**src/rtl/mbrot_pkg.sv**
```systemverilog
`default_nettype none
package mbrot_pkg;

    localparam int FRAC_BITS = 28;
    localparam int COORD_W   = 32;
    localparam int PROD_W    = 2 * COORD_W;
    localparam int SQ_W      = PROD_W - FRAC_BITS;
    localparam int XY_W      = PROD_W - FRAC_BITS + 1;
    localparam int WIDE_W    = 42;
    localparam int IDX_W     = 10;
    localparam int CNT_W     = 16;
    localparam int STEP_W    = 29;
    localparam int CFG_IDX_W = 3;
    localparam int CFG_DAT_W = 32;

    typedef logic signed [COORD_W-1:0] t_coord;
    typedef logic signed [PROD_W-1:0]  t_prod;
    typedef logic signed [WIDE_W-1:0]  t_wide;

    localparam logic [CFG_IDX_W-1:0] REG_MAX_ITER    = 3'd0;
    localparam logic [CFG_IDX_W-1:0] REG_REAL_ORIGIN = 3'd1;
    localparam logic [CFG_IDX_W-1:0] REG_REAL_STEP   = 3'd2;
    localparam logic [CFG_IDX_W-1:0] REG_IMAG_ORIGIN = 3'd3;
    localparam logic [CFG_IDX_W-1:0] REG_IMAG_STEP   = 3'd4;

    localparam logic [CNT_W-1:0]  RST_MAX_ITER    = 16'd2000;
    localparam t_coord            RST_REAL_ORIGIN = -32'sd536870912;
    localparam logic [STEP_W-1:0] RST_REAL_STEP   = 29'd1006633;
    localparam t_coord            RST_IMAG_ORIGIN = -32'sd335544320;
    localparam logic [STEP_W-1:0] RST_IMAG_STEP   = 29'd838861;

    localparam t_wide ESCAPE_LIMIT = t_wide'(4) <<< FRAC_BITS;

    // clamp to the signed coordinate range
    function automatic t_coord sat_coord(input t_wide v);
        logic all_same;
        all_same = (v[WIDE_W-1:COORD_W-1] == '0) || (v[WIDE_W-1:COORD_W-1] == '1);
        if (all_same) begin
            return v[COORD_W-1:0];
        end else if (v[WIDE_W-1]) begin
            return {1'b1, {(COORD_W-1){1'b0}}};
        end else begin
            return {1'b0, {(COORD_W-1){1'b1}}};
        end
    endfunction

endpackage
`default_nettype wire

```
**src/rtl/mbrot_mul.sv**
```systemverilog
`default_nettype none
module mbrot_mul (
    input  wire                  i_clk,
    input  mbrot_pkg::t_coord    i_a,
    input  mbrot_pkg::t_coord    i_b,
    output mbrot_pkg::t_prod     o_prod
);
    import mbrot_pkg::*;

    t_prod r_prod;

    always_ff @(posedge i_clk) begin
        r_prod <= i_a * i_b;
    end

    assign o_prod = r_prod;

endmodule
`default_nettype wire

```
**src/rtl/mandelbrot_escape_time_pixel_core.sv**
```systemverilog
// Sequence: setup states CR, CI and CIW form c; each iteration runs XX, YY, XY
//   and UPD, the escape test in XY can end the loop early, and the result goes out
//   through DONE, which waits for the output to be free; a zero limit goes straight to DONE.
// Flow: one pixel at a time, next input taken from the cycle the result appears;
//   the single 32x32 multiplier is shared by the c setup products, x*x, y*y and x*y.
// Reset: synchronous active low; returns to idle, drops the output, and loads
//   the default view (-2.0 - 1.25i, 800 pixels across) with a limit of 2000.
`default_nettype none
module mandelbrot_escape_time_pixel_core (
    input  wire                             i_clk,
    input  wire                             i_rst_n,
    input  wire                             i_cfg_valid,
    output logic                            o_cfg_ready,
    input  wire [mbrot_pkg::CFG_IDX_W-1:0]  i_cfg_index,
    input  wire [mbrot_pkg::CFG_DAT_W-1:0]  i_cfg_data,
    input  wire                             i_in_valid,
    output logic                            o_in_ready,
    input  wire [mbrot_pkg::IDX_W-1:0]      i_row_index,
    input  wire [mbrot_pkg::IDX_W-1:0]      i_column_index,
    output logic                            o_out_valid,
    input  wire                             i_out_ready,
    output logic [mbrot_pkg::CNT_W-1:0]     o_iteration_count,
    output logic                            o_inside_set
);
    import mbrot_pkg::*;

    localparam logic [3:0] S_IDLE = 4'd0;
    localparam logic [3:0] S_CR   = 4'd1;
    localparam logic [3:0] S_CI   = 4'd2;
    localparam logic [3:0] S_CIW  = 4'd3;
    localparam logic [3:0] S_XX   = 4'd4;
    localparam logic [3:0] S_YY   = 4'd5;
    localparam logic [3:0] S_XY   = 4'd6;
    localparam logic [3:0] S_UPD  = 4'd7;
    localparam logic [3:0] S_DONE = 4'd8;

    logic [3:0]        r_state;
    logic [3:0]        n_state;
    logic [CNT_W-1:0]  r_max_iter;
    t_coord            r_real_origin;
    logic [STEP_W-1:0] r_real_step;
    t_coord            r_imag_origin;
    logic [STEP_W-1:0] r_imag_step;

    logic [IDX_W-1:0]  r_row;
    logic [IDX_W-1:0]  r_col;
    t_coord            r_cr;
    t_coord            r_ci;
    t_coord            r_x;
    t_coord            r_y;
    logic signed [SQ_W-1:0] r_xsq;
    logic signed [SQ_W-1:0] r_ysq;
    logic [CNT_W-1:0]  r_count;
    logic [CNT_W-1:0]  n_count;

    logic              r_out_valid;
    logic [CNT_W-1:0]  r_out_count;
    logic              r_out_inside;

    t_coord            mul_a;
    t_coord            mul_b;
    t_prod             prod;
    logic signed [SQ_W-1:0] prod_sq;
    logic signed [XY_W-1:0] prod_xy;
    t_wide             sq_sum;
    t_coord            c_sat;
    t_coord            nx;
    t_coord            ny;
    logic              in_acc;
    logic              out_load;

    mbrot_mul u_mul (
        .i_clk  (i_clk),
        .i_a    (mul_a),
        .i_b    (mul_b),
        .o_prod (prod)
    );

    assign in_acc      = i_in_valid && o_in_ready;
    assign o_in_ready  = (r_state == S_IDLE);
    assign o_cfg_ready = (r_state == S_IDLE) && !r_out_valid;
    assign out_load    = (r_state == S_DONE) && (!r_out_valid || i_out_ready);

    // floor(p / 2^28) and floor(p / 2^27)
    assign prod_sq = prod[PROD_W-1:FRAC_BITS];
    assign prod_xy = prod[PROD_W-1:FRAC_BITS-1];
    assign sq_sum  = t_wide'(r_xsq) + t_wide'(prod_sq);
    assign c_sat   = sat_coord(t_wide'((r_state == S_CI) ? r_real_origin : r_imag_origin)
                               + t_wide'(prod));
    assign nx      = sat_coord(t_wide'(r_xsq) - t_wide'(r_ysq) + t_wide'(r_cr));
    assign ny      = sat_coord(t_wide'(prod_xy) + t_wide'(r_ci));
    assign n_count = r_count + CNT_W'(1);

    always_comb begin
        mul_a = '0;
        mul_b = '0;
        unique case (r_state)
            S_CR: begin
                mul_a = COORD_W'(r_col);
                mul_b = COORD_W'(r_real_step);
            end
            S_CI: begin
                mul_a = COORD_W'(r_row);
                mul_b = COORD_W'(r_imag_step);
            end
            S_XX: begin
                mul_a = r_x;
                mul_b = r_x;
            end
            S_YY: begin
                mul_a = r_y;
                mul_b = r_y;
            end
            S_XY: begin
                mul_a = r_x;
                mul_b = r_y;
            end
            default: begin
                mul_a = '0;
                mul_b = '0;
            end
        endcase
    end

    always_comb begin
        n_state = r_state;
        unique case (r_state)
            S_IDLE: begin
                if (in_acc) begin
                    n_state = (r_max_iter == '0) ? S_DONE : S_CR;
                end
            end
            S_CR:  n_state = S_CI;
            S_CI:  n_state = S_CIW;
            S_CIW: n_state = S_XX;
            S_XX:  n_state = S_YY;
            S_YY:  n_state = S_XY;
            S_XY:  n_state = (sq_sum >= ESCAPE_LIMIT) ? S_DONE : S_UPD;
            S_UPD: n_state = (n_count == r_max_iter) ? S_DONE : S_XX;
            S_DONE: begin
                if (out_load) begin
                    n_state = S_IDLE;
                end
            end
            default: n_state = S_IDLE;
        endcase
    end

    always_ff @(posedge i_clk) begin
        if (!i_rst_n) begin
            r_state       <= S_IDLE;
            r_out_valid   <= 1'b0;
            r_max_iter    <= RST_MAX_ITER;
            r_real_origin <= RST_REAL_ORIGIN;
            r_real_step   <= RST_REAL_STEP;
            r_imag_origin <= RST_IMAG_ORIGIN;
            r_imag_step   <= RST_IMAG_STEP;
        end else begin
            r_state <= n_state;
            if (out_load) begin
                r_out_valid <= 1'b1;
            end else if (i_out_ready) begin
                r_out_valid <= 1'b0;
            end
            if (i_cfg_valid && o_cfg_ready) begin
                unique case (i_cfg_index)
                    REG_MAX_ITER:    r_max_iter    <= i_cfg_data[CNT_W-1:0];
                    REG_REAL_ORIGIN: r_real_origin <= i_cfg_data;
                    REG_REAL_STEP:   r_real_step   <= i_cfg_data[STEP_W-1:0];
                    REG_IMAG_ORIGIN: r_imag_origin <= i_cfg_data;
                    REG_IMAG_STEP:   r_imag_step   <= i_cfg_data[STEP_W-1:0];
                    default: ;
                endcase
            end
        end
    end

    always_ff @(posedge i_clk) begin
        if (in_acc) begin
            // indexes are latched as given, with no wrap
            r_row   <= i_row_index;
            r_col   <= i_column_index;
            r_x     <= '0;
            r_y     <= '0;
            r_count <= '0;
        end
        if (r_state == S_CI) begin
            r_cr <= c_sat;
        end
        if (r_state == S_CIW) begin
            r_ci <= c_sat;
        end
        if (r_state == S_YY) begin
            r_xsq <= prod_sq;
        end
        if (r_state == S_XY) begin
            r_ysq <= prod_sq;
        end
        if (r_state == S_UPD) begin
            r_x     <= nx;
            r_y     <= ny;
            r_count <= n_count;
        end
        if (out_load) begin
            r_out_count  <= r_count;
            r_out_inside <= (r_count >= r_max_iter);
        end
    end

    assign o_out_valid       = r_out_valid;
    assign o_iteration_count = r_out_count;
    assign o_inside_set      = r_out_inside;

    a_busy_after_accept: assert property (@(posedge i_clk) disable iff (!i_rst_n)
        in_acc |=> !o_in_ready)
        else $error("input taken while a pixel is in progress");

    a_count_below_limit: assert property (@(posedge i_clk) disable iff (!i_rst_n)
        (r_state == S_XX || r_state == S_YY || r_state == S_XY || r_state == S_UPD)
        |-> (r_count < r_max_iter))
        else $error("iteration count ran past the limit");

    a_out_from_done: assert property (@(posedge i_clk) disable iff (!i_rst_n)
        $rose(o_out_valid) |-> $past(r_state) == S_DONE)
        else $error("result raised outside the done state");

    a_inside_flag: assert property (@(posedge i_clk) disable iff (!i_rst_n)
        (o_out_valid && o_inside_set) |-> (o_iteration_count == r_max_iter))
        else $error("inside flag set with count below the limit");

endmodule
`default_nettype wire

```
**config.mk**
```make
export PLATFORM = sky130hd
export DESIGN_NAME = mandelbrot_escape_time_pixel_core
export DESIGN_NICKNAME = d
export VERILOG_FILES = /design/src/rtl/mbrot_pkg.sv /design/src/rtl/mbrot_mul.sv /design/src/rtl/mandelbrot_escape_time_pixel_core.sv
export SDC_FILE = /design/constraint.sdc
export NUM_CORES = 2
export LEC_CHECK = 0
export ABC_AREA = 1
export BUFFER_PORTS_ARGS = -buffer_cell sky130_fd_sc_hd__buf_2
export CELL_PAD_IN_SITES_DETAIL_PLACEMENT = 0
export CELL_PAD_IN_SITES_GLOBAL_PLACEMENT = 1
export CORE_UTILIZATION = 47
export CTS_BUF_LIST = sky130_fd_sc_hd__clkbuf_8
export DETAILED_ROUTE_END_ITERATION = 10
export PLACE_DENSITY = 0.8
export SLEW_MARGIN = 30
export SYNTH_ARGS = -nofsm -noshare
export SYNTH_HDL_FRONTEND = slang
export SYNTH_SLANG_ARGS = --single-unit
export TNS_END_PERCENT = 5
```
**constraint.sdc**
```tcl
create_clock -name i_clk -period 9.5 [get_ports i_clk]
set_input_delay 1.9 -clock i_clk [delete_from_list [all_inputs] [get_ports i_clk]]
set_output_delay 1.9 -clock i_clk [all_outputs]
set_load 0.05 [all_outputs]
```
==> impl_metrics.toml <==
[outcome]
status = "completed"

[clocking]
htreeDepth = 3
clkTransAtPathRegs_ps = 70
clk_latency_ps = 730
cts.sinks = 460
cts_tree = "done"
numCtsBuffers = 72
cts.hold.buffers_added = 0
clk_path_buf_depth = 3
root_buffer = "clkbuf_8"

[yosys]
ys_types = 65
syn_area_per_cell_um2 = 8.30
synthTopCellsByArea = "fa_1, edfxtp_1, inv_1"
yosys.area.top_type = "fa_1"
async_reset_ff_share_pct = 0
ys_seq_area_share_pct = 18.2
synthCells = 7790
synth.cells.most_frequent = "inv_1, nand2_1, fa_1, nor2_1, a21oi_1"
synth_top_flop_cell = "edfxtp_1"
synth_most_common_cell = "inv_1"
netlist_area_um2 = 64700
yosys_warnings = 0
ys_ff_latch = 460
synth_top_area_share_pct = 34.7
synth-edff-count = 253
syn-num-nets = 9324

[setup_path]
cp.arrival_ps = 9950
critPathMaxStageDelay_ps = 760
crit_path_end_kind = "register"
critical_path_class = "register to register"
crit_family = "adder cells"
worst_setup_path_start_kind = "register"
reg2reg_slack_ps = 130
crit_top_cell = "fa_1"
crit_required_ps = 10080
path_max_fanout = 21
cp_slowest_cell = "a21oi_1"
path_buf_inv = 8

[sta]
period_share_pct = 98.6
finalCriticalPeriod_ps = 9370
hold_viol_final = 0
slew_headroom_pct = 35.4
tightest_slew_ps = 967
rsz0062_at_grt = "true"
worst_slack_ps = 132
maxSlewViolCount = 0
finalSetupViolations = 0
fmax_ghz = 0.107
skew_ps = 45.3

[die]
fp.dieH_um = 373
fp.dieW_um = 373
start_util_pct = 47.6
dieArea_um2 = 139000
ioPinCount = 80
rows = 135
core_area_um2 = 136000

[detailed_routing]
drcViolationCount = 0
wl_per_cell_um = 24.1
num_vias = 53512
drt_iter0_drc = 5053
via_per_inst = 5.52
postRouteAntennaNets = 0
first_pass_iters = 6
totalWireLength_um = 233000

[global_routing]
grt_pass1_wl_um = 349000
antenna_found_initial = 11
overflow = 0
gr-usage-all-layers_pct = 33.9
grt_pass1_vias = 54677
grt_max_degree = 119

[final_layout]
largest_reg_flops = 64
synthToLayoutAreaGrowth_pct = 6.77
final_nets = 9394
drive_above_1_share_pct = 6.98

[pwr]
powerDensity_nw_per_um2 = 210
power_w = 0.0145
p_leak_nw = 34.1
peakVddDrop_mv = 0.204

[place]
preCtsSetupSlack_ps = -187
gp_congestion = 0.984
port_buffers = 79
dpl.hpwl_um = 196000

[flow_run]
drv_cap = 0

[worst_hold_path]
hp-class = "register to register"
-- cell type report --
cell class | count | area (µm²)
Fill cell | 13237 | 66900
Clock buffer | 79 | 1090
Inverter | 1674 | 6290
Sequential cell | 460 | 11700
Multi-Input combinational cell | 5403 | 45600
Antenna cell | 2 | 5.00
Clock inverter | 54 | 355
Tap cell | 1781 | 2230
Timing Repair Buffer | 249 | 1740
-- stage by stage --
| stage | cell area (µm²) | utilization (%) | TNS [ps] | hold slack, ps | instances |
|---|---|---|---|---|---|
| after floorplan | 64700 | - | 0 | 429 | 7790 |
| after global placement | 67500 | 49.6 | -459 | 442 | 9561 |
| after CTS | 69000 | 50.7 | 0 | 463 | 9695 |
| after global routing | 69100 | 50.8 | -63.0 | 489 | 9700 |
| final | 69100 | 50.8 | 0 | 461 | 9702 |
| after detailed placement | 67500 | 49.6 | -356 | 445 | 9562 |
-- worst paths after layout --
check / depth (start not counted) / endpoint / start
worst min register to register: 2 / r_real_origin[29] / r_real_origin[29]
worst min-delay path: 2 / r_real_origin[29] / r_real_origin[29]
worst max-delay path: 31 / u_mul.o_prod[62] / r_state[2]
worst max register to register: 31 / u_mul.o_prod[62] / r_state[2]
-- where the power goes --
group / switching [W] / internal [W] / leakage, nW / total [W]
Combinational: 0.00698 / 0.00285 / 29.2 / 0.00983
Sequential: 0.000282 / 0.00265 / 4.07 / 0.00293
Clock: 0.000900 / 0.000865 / 0.817 / 0.00177
Total: 0.00816 / 0.00636 / 34.1 / 0.0145
-- logic make-up after synthesis --
| logic type | share of synthesized area (%) |
|---|---|
| fa+ha+maj | 41.5 |
| simple gates | 17.6 |
| flops | 18.2 |
| xor+xnor | 2.50 |
| compound gates | 8.61 |
| buf+inv | 11.6 |
-- layer usage --
| layer | GRT usage, % | wire length, µm | share of wire (%) | vias to the layer above |
|---|---|---|---|---|
| li1 | - | - | - | 23834 |
| met1 | 47.5 | 99300 | 43 | 26972 |
| met2 | 52.6 | 104000 | 45 | 2308 |
| met3 | 5.28 | 19700 | 8.4 | 396 |
| met4 | 13.0 | 10300 | 4.4 | 2 |
| met5 | 0 | 13 | 0.0056 | - |
-- what timing repair did --
item / CTS / global route
setup buffers: 0 / 4
setup endpoints to repair: 3 / 17
gates resized for setup: 2 / 12
-- worst min-delay path, delay by kind of cell (launching register included) --
kind,cells,cell delay [ps]
AND/OR/NAND/NOR,2,100
flip-flops,1,330
-- placed cells by master (no fill, tap or decap), types with 76 or more instances in the layout --
master / synthesis / routed
inv_1: 1639 / 1658
nand2_1: 1522 / 1522
fa_1: 1121 / 1120
nor2_1: 940 / 937
a21oi_1: 415 / 411
ha_1: 353 / 353
edfxtp_1: 253 / 253
o21ai_0: 250 / 248
dfxtp_1: 207 / 207
buf_4: 3 / 164
nand3_1: 128 / 127
xor2_1: 98 / 98
clkbuf_8: 0 / 79
buf_2: 127 / 78
xnor2_1: 76 / 76
(Power assumes the default switching activity.)
